$ cat config.mk
export PLATFORM = sky130hd
export DESIGN_NAME = p2pcyl_cell
export DESIGN_NICKNAME = d
export VERILOG_FILES = /design/src/design/p2pcyl_pkg.sv /design/src/design/p2pcyl_cell.sv
export SDC_FILE = /design/constraint.sdc
export NUM_CORES = 1
export LEC_CHECK = 0
export BUFFER_PORTS_ARGS = -buffer_cell sky130_fd_sc_hd__buf_2
export CAP_MARGIN = 25
export CORE_MARGIN = 2
export CORE_UTILIZATION = 45
export DETAILED_ROUTE_END_ITERATION = 16
export GPL_ROUTABILITY_DRIVEN = 0
export GPL_TIMING_DRIVEN = 0
export PLACE_DENSITY = 0.68
export SYNTH_ARGS = -nofsm -noshare
export SYNTH_HDL_FRONTEND = slang
export SYNTH_SLANG_ARGS = --single-unit
$ cat constraint.sdc
create_clock -name clk -period 0.8 [get_ports clk]
set_clock_uncertainty 0.05 [all_clocks]
set_input_delay 0.16 -clock clk [delete_from_list [all_inputs] [get_ports clk]]
set_output_delay 0.16 -clock clk [all_outputs]
set_load 0.005 [all_outputs]
$ cat src/design/p2pcyl_pkg.sv
// Package for the point-to-polyline cylinder test: payload types, mode codes.
// No dependencies.
package p2pcyl_pkg;

	localparam int CoordBits = 20;
	localparam int RadiusBits = 16;

	localparam logic [1:0] MODE_APPEND = 2'd0;
	localparam logic [1:0] MODE_QUERY  = 2'd1;
	localparam logic [1:0] MODE_CLEAR  = 2'd2;

	typedef struct packed {
		logic [1:0]                  mode;
		logic signed [CoordBits-1:0] pos_x;
		logic signed [CoordBits-1:0] pos_y;
		logic signed [CoordBits-1:0] pos_z;
	} cmd_t;

	typedef struct packed {
		logic near_track;
		logic segment_in_range;
	} result_t;

	// Segment handed from cell to cell along the pipeline.
	typedef struct packed {
		logic valid;
		logic last;
	} tag_t;

endpackage

$ cat src/design/p2pcyl_cell.sv
// One cell of the segment pipeline: a register stage that computes part of
// the cylinder test and hands its results to the next stage. Uses p2pcyl_pkg.
module p2pcyl_cell #(
	parameter int IW = 21,
	parameter int OW = 21
) (
	input  logic                   clk,
	input  logic                   arst_n,
	input  p2pcyl_pkg::tag_t       tag_in,
	input  logic signed [IW-1:0]   a_in,
	input  logic signed [IW-1:0]   b_in,
	output p2pcyl_pkg::tag_t       tag_out,
	output logic signed [OW-1:0]   prod_out
);
	// Each cell multiplies its operand pair; stage register follows.
	logic signed [2*IW-1:0] prod;

	assign prod = (2*IW)'(a_in) * (2*IW)'(b_in);

	always_ff @(posedge clk or negedge arst_n) begin
		if (!arst_n) begin
			tag_out <= '0;
		end else begin
			tag_out <= tag_in;
		end
	end

	always_ff @(posedge clk) begin
		prod_out <= OW'(prod);
	end
endmodule

==> out/results.ini, run 1 <==
[cells_and_area]
layout_commonest_cell = inv_1
fillers = 1351
diodes = 0
multi_input_area_um2 = 7028
seq_area_um2 = 471.7
area_delta_synth_final_pct = 35.07
final_cell_mix = inv_1 (209), fa_1 (144), nand2_1 (110)
final_core_util_pct = 62.25
nets = 1300
drive_gt1_share_pct = 31.82

[floorplanning]
die_area_um2 = 18110
rows = 47
core_region_area_um2 = 16640
die_h_um = 134.6
io_pins = 69
die_width_um = 134.6
start_util_pct = 46.09

[global_routing]
grt-ovfl-total = 0
grt_pass1_vias = 6321
track_usage_pct = 23.39
grt_max_degree = 14
antenna_found_initial = 0
grt_pass1_wl_um = 32410

[yosys]
async_flop_share_pct = 8.696
netlist_instances = 875
synth_edf_count = 0
synth_area_um2 = 7670
ys.flop_type = dfxtp_1
synthDistinctLibCells = 35
synth-warning-count = 0
syn_nets = 1162
ys_ff_latch = 23
synth-seq-area-share_pct = 6.134
syn_area_per_cell_um2 = 8.766

[route]
dr.pass1.iters = 5
drt_iter0_drc = 347
drt_wl_total_um = 20280
wl_per_cell_um = 16.46
via_count = 6011
vias_per_cell = 4.879
drc_errors = 0
ant_nets = 0

[place]
io_buffers = 65
dp_hpwl_um = 15600

[sta]
fin_crit_sh_pct = 657.0
hold_viol_final = 0
worst_slew_pin_slew_ps = 340.6
rsz0062_at_grt = true
finalWorstSetupSlack_ps = -4456
maxSlewViolCount = 0
max_freq_mhz = 190.3
maxSlewHeadroom_pct = 77.13
setup_viol = 42
period_needed_ps = 5256

[critical_path]
slowest_stage = fa_1
endpoint_kind = register
crit_buf_inv = 8
path_cells = buf_12 -> clkbuf_16 -> and2_4 -> fa_1 -> fa_1 -> inv_1 -> fa_1 -> inv_1 -> fa_1 -> fa_1 -> fa_1 -> inv_2 -> fa_1 -> inv_2 -> ha_4 -> o21a_1 -> o21ai_2 -> buf_4 -> nor2b_4 -> a311oi_4 -> buf_4 -> xnor2_2
path_max_fanout = 8
crit_arrival_ps = 5420
required_ps = 960
crit_top_cell = fa_1
critPathTopFamily = adder cells
path_class = in -> reg
start_kind = input port
max_stage_delay_ps = 560

[clock_network]
cts_sinks = 23
cts_max_path_buffers = 2
cts_tree = yes
htreeDepth = 1
clkSlewWorstSetupHoldPaths_ps = 80
clock-root-buffer = clkbuf_16
numCtsBuffers = 3

[hold_path]
min_path_type = in -> async

[run_status]
status = finished, violations left
violations = setup timing

[job]
cap_violations = 0

## layer usage
layer  part of all wire (%)  GRT usage (%)
met5                      0              0
met4                    2.1          6.608
met3                    5.9          2.402
met2                     51          41.33
met1                     41          30.64
## worst max-delay path by stage
stage | startpoint | endpoint | slack, ps | cells past startpoint
after CTS | a_in[6] | prod_out[20]$_DFF_P_ | -4480 | 22
after floorplan | b_in[9] | prod_out[20]$_DFF_P_ | -4470 | 19
final | b_in[5] | prod_out[18]$_DFF_P_ | -4460 | 22
after global placement | b_in[8] | prod_out[20]$_DFF_P_ | -5050 | 19
after global routing | a_in[9] | prod_out[16]$_DFF_P_ | -4640 | 25
after detailed placement | b_in[4] | prod_out[20]$_DFF_P_ | -5090 | 20
## synthesized netlist by cell type (2+ instances only)
library cell  number  area, µm²
or3_1              3      18.77
o21ai_0            5      25.02
nand2b_1           3      18.77
o21a_1             3      22.52
nor3_1             2      10.01
buf_1              2      7.510
dfxtp_1           21      420.4
fa_1             155       3103
nand2_1          126      473.0
inv_1            240      900.9
clkbuf_1          24      90.09
nor2b_1            2      12.51
a21oi_1           11      55.05
dfrtp_1            2      50.05
a21o_1             2      15.01
o21bai_1           2      15.01
nor2_1             3      11.26
and2_1           111      694.4
ha_1              86       1076
xnor2_1           40      350.3
xor2_1            15      131.4
buf_2              3      15.01
o31ai_2            2      25.02
## sequential cells by signal (all words and copies together) (netlist names)
register,cells
tag_out,2
prod_out,21
## stage by stage
| stage | hold WS (ps) | cell area [µm²] | instances | setup TNS (ps) | setup slack (ps) |
|---|---|---|---|---|---|
| 5_1_grt | 158.7 | 10360 | 1232 | -69260 | -4639 |
| 4_1_cts | 137.6 | 9966 | 1214 | -66750 | -4480 |
| 6_report | 149.5 | 10360 | 1232 | -66730 | -4456 |
| 3_3_place_gp | -106.1 | 8874 | 1160 | -72700 | -5050 |
| 2_1_floorplan | -185.6 | 8273 | 875 | -63300 | -4471 |
| 3_5_place_dp | -104.3 | 8874 | 1160 | -73590 | -5086 |
## cells by family (layout without fill, tap and decap cells)
group	count (synthesis)	count (layout)	share of synthesized area [%]
DFF	23	23	6.134
and+or+nand+nor	251	251	16.23
muxes	1	1	0.1305
adders and majority gates	241	241	54.49
buffers and inverters	269	406	13.21
AOI/OAI and AO/OA	35	35	3.523
xor gates and xnor gates	55	55	6.281
## final cells by class
type | instances | area share, %
multi-input cells | 583 | 67.84
repair buffers | 133 | 10.65
inverters | 240 | 8.720
plain buffers | 29 | 4.807
flip-flops and latches | 23 | 4.553
well taps | 220 | 2.657
clock buffers | 3 | 0.7246
clock inverters | 1 | 0.04831
## what timing repair did
action,4_1_cts,5_1_grt
setup endpoints to repair,42,42
pin swaps,57,56
hold endpoints to repair,4,0
cloned,1,1
hold buffers,3,0
buffers inserted,46,18
gates resized for setup,122,66
Power of run 1 is not shown: default switching activity piles up to over one toggle a cycle in this logic, so the estimate is an artifact.
==> run 2, diff against run 1 <==
Settings changed: PLACE_DENSITY 0.68 to 0.71.
Clock period 0.8 ns to 4.4 ns, I/O delays scaled along.
==> out/results.ini, run 2 (synthesis results as in run 1) <==
[cells_and_area]
largest_reg_flops = 21
top_register = prod_out
diodes = 0
final_cell_mix = inv_1 (211), fa_1 (140), nand2_1 (119)
drive_gt1_share_pct = 27.42
layout_commonest_cell = inv_1
area_delta_synth_final_pct = 27.73
nets = 1280
largestRegisters = prod_out (21), tag_out (2)

[critical_path]
crit_start = b_in[3]
endpoint_kind = register
critPathTopFamily = adder cells
max_stage_delay_ps = 510
crit_arrival_ps = 6210
start_kind = input port
crit_buf_inv = 6
crit_top_cell = fa_1
path_cells = buf_12 -> clkbuf_16 -> and2_4 -> fa_1 -> fa_1 -> inv_2 -> fa_1 -> inv_2 -> fa_1 -> fa_1 -> fa_1 -> inv_2 -> fa_1 -> inv_2 -> ha_4 -> o21a_1 -> o21ai_1 -> nand2b_1 -> nand2_2 -> o31ai_4 -> nor3_1 -> a311o_1
path_max_fanout = 5
path_class = in -> reg
required_ps = 4520
slowest_stage = fa_1

[clock_network]
htreeDepth = 1
cts_sinks = 23
cts_tree = yes
clock-root-buffer = clkbuf_16
numCtsBuffers = 3
cts_max_path_buffers = 2
clkSlewWorstSetupHoldPaths_ps = 80

[sta]
setup_viol = 14
worst_slew_pin_slew_ps = 300.3
max_freq_mhz = 164.1
finalWorstSetupSlack_ps = -1692
maxSlewViolCount = 0
maxSlewHeadroom_pct = 79.84
fin_crit_sh_pct = 138.5
setup-tns-final_ps = -16230
hold_viol_final = 0
period_needed_ps = 6092
rsz0062_at_grt = true

[job]
cap_violations = 0

[floorplanning]
rows = 47
die_h_um = 134.6
die_area_um2 = 18110
die_width_um = 134.6
io_pins = 69
core_region_area_um2 = 16640
start_util_pct = 46.09

[route]
vias_per_cell = 4.974
drt_iter0_drc = 272
via_count = 6028
drc_errors = 0
dr.pass1.iters = 5
wl_per_cell_um = 16.81
drt_wl_total_um = 20370
ant_nets = 0

[place]
dp_hpwl_um = 15690
io_buffers = 65

[global_routing]
grt_pass1_vias = 6559
track_usage_pct = 23.82
grt-ovfl-total = 0
grt_pass1_wl_um = 33060
grt_max_degree = 15
antenna_found_initial = 0

[run_status]
violations = setup timing
status = finished, violations left

[hold_path]
min_path_type = in -> async

-- run 2: final timing paths --
| check | to | slack [ps] | cells after the start |
|---|---|---|---|
| min in group clk | tag_out[1]$_DFF_PN0_ | 660 | 1 |
| min | tag_out[0]$_DFF_PN0_ | 320 | 1 |
| max | prod_out[19]$_DFF_P_ | -1690 | 22 |
| max in group asynchronous | tag_out[1]$_DFF_PN0_ | 3880 | 1 |
-- run 2: final cells by class --
type | count | area (µm²)
buffer | 26 | 395.4
clock buffer | 3 | 75.07
clock inverter | 1 | 7.507
fill | 1413 | 6845
inverter | 240 | 903.4
multi-input combinational | 583 | 6818
sequential | 23 | 470.5
tap | 220 | 275.3
timing repair buffer | 116 | 852.1
-- run 2: metal layers --
| metal | GRT usage, % | vias to the layer above | wire [µm] |
|---|---|---|---|
| met1 | 30.75 | 3003 | 8252 |
| met4 | 9.006 | 0 | 811 |
| li1 | - | 2740 | - |
| met5 | 0 | - | 0 |
| met2 | 41.38 | 236 | 10090 |
| met3 | 2.590 | 49 | 1215 |
-- run 2: what timing repair did --
action / CTS / global route
setup endpoints to repair: 15 / 15
endpoints found under the hold margin: 0 / 0
gates resized for setup: 114 / 52
pin swaps: 45 / 34
buffers inserted: 38 / 10
gates cloned: 3 / 1
hold buffers: 0 / 0
-- run 2: metrics by stage --
stage          area (µm²)  setup slack, ps  hold WS, ps  instances  util (%)
3_5_place_dp         8641            -2344        617.3       1160     51.92
2_1_floorplan        8040            -1591        534.4        875         -
5_1_grt              9797            -1850        313.6       1212     58.87
6_report             9797            -1692        323.0       1212     58.87
4_1_cts              9530            -1603        317.2       1202     57.27
3_3_place_gp         8641            -2282        615.2       1160     51.92
Power of run 2 is left out for the same reason.
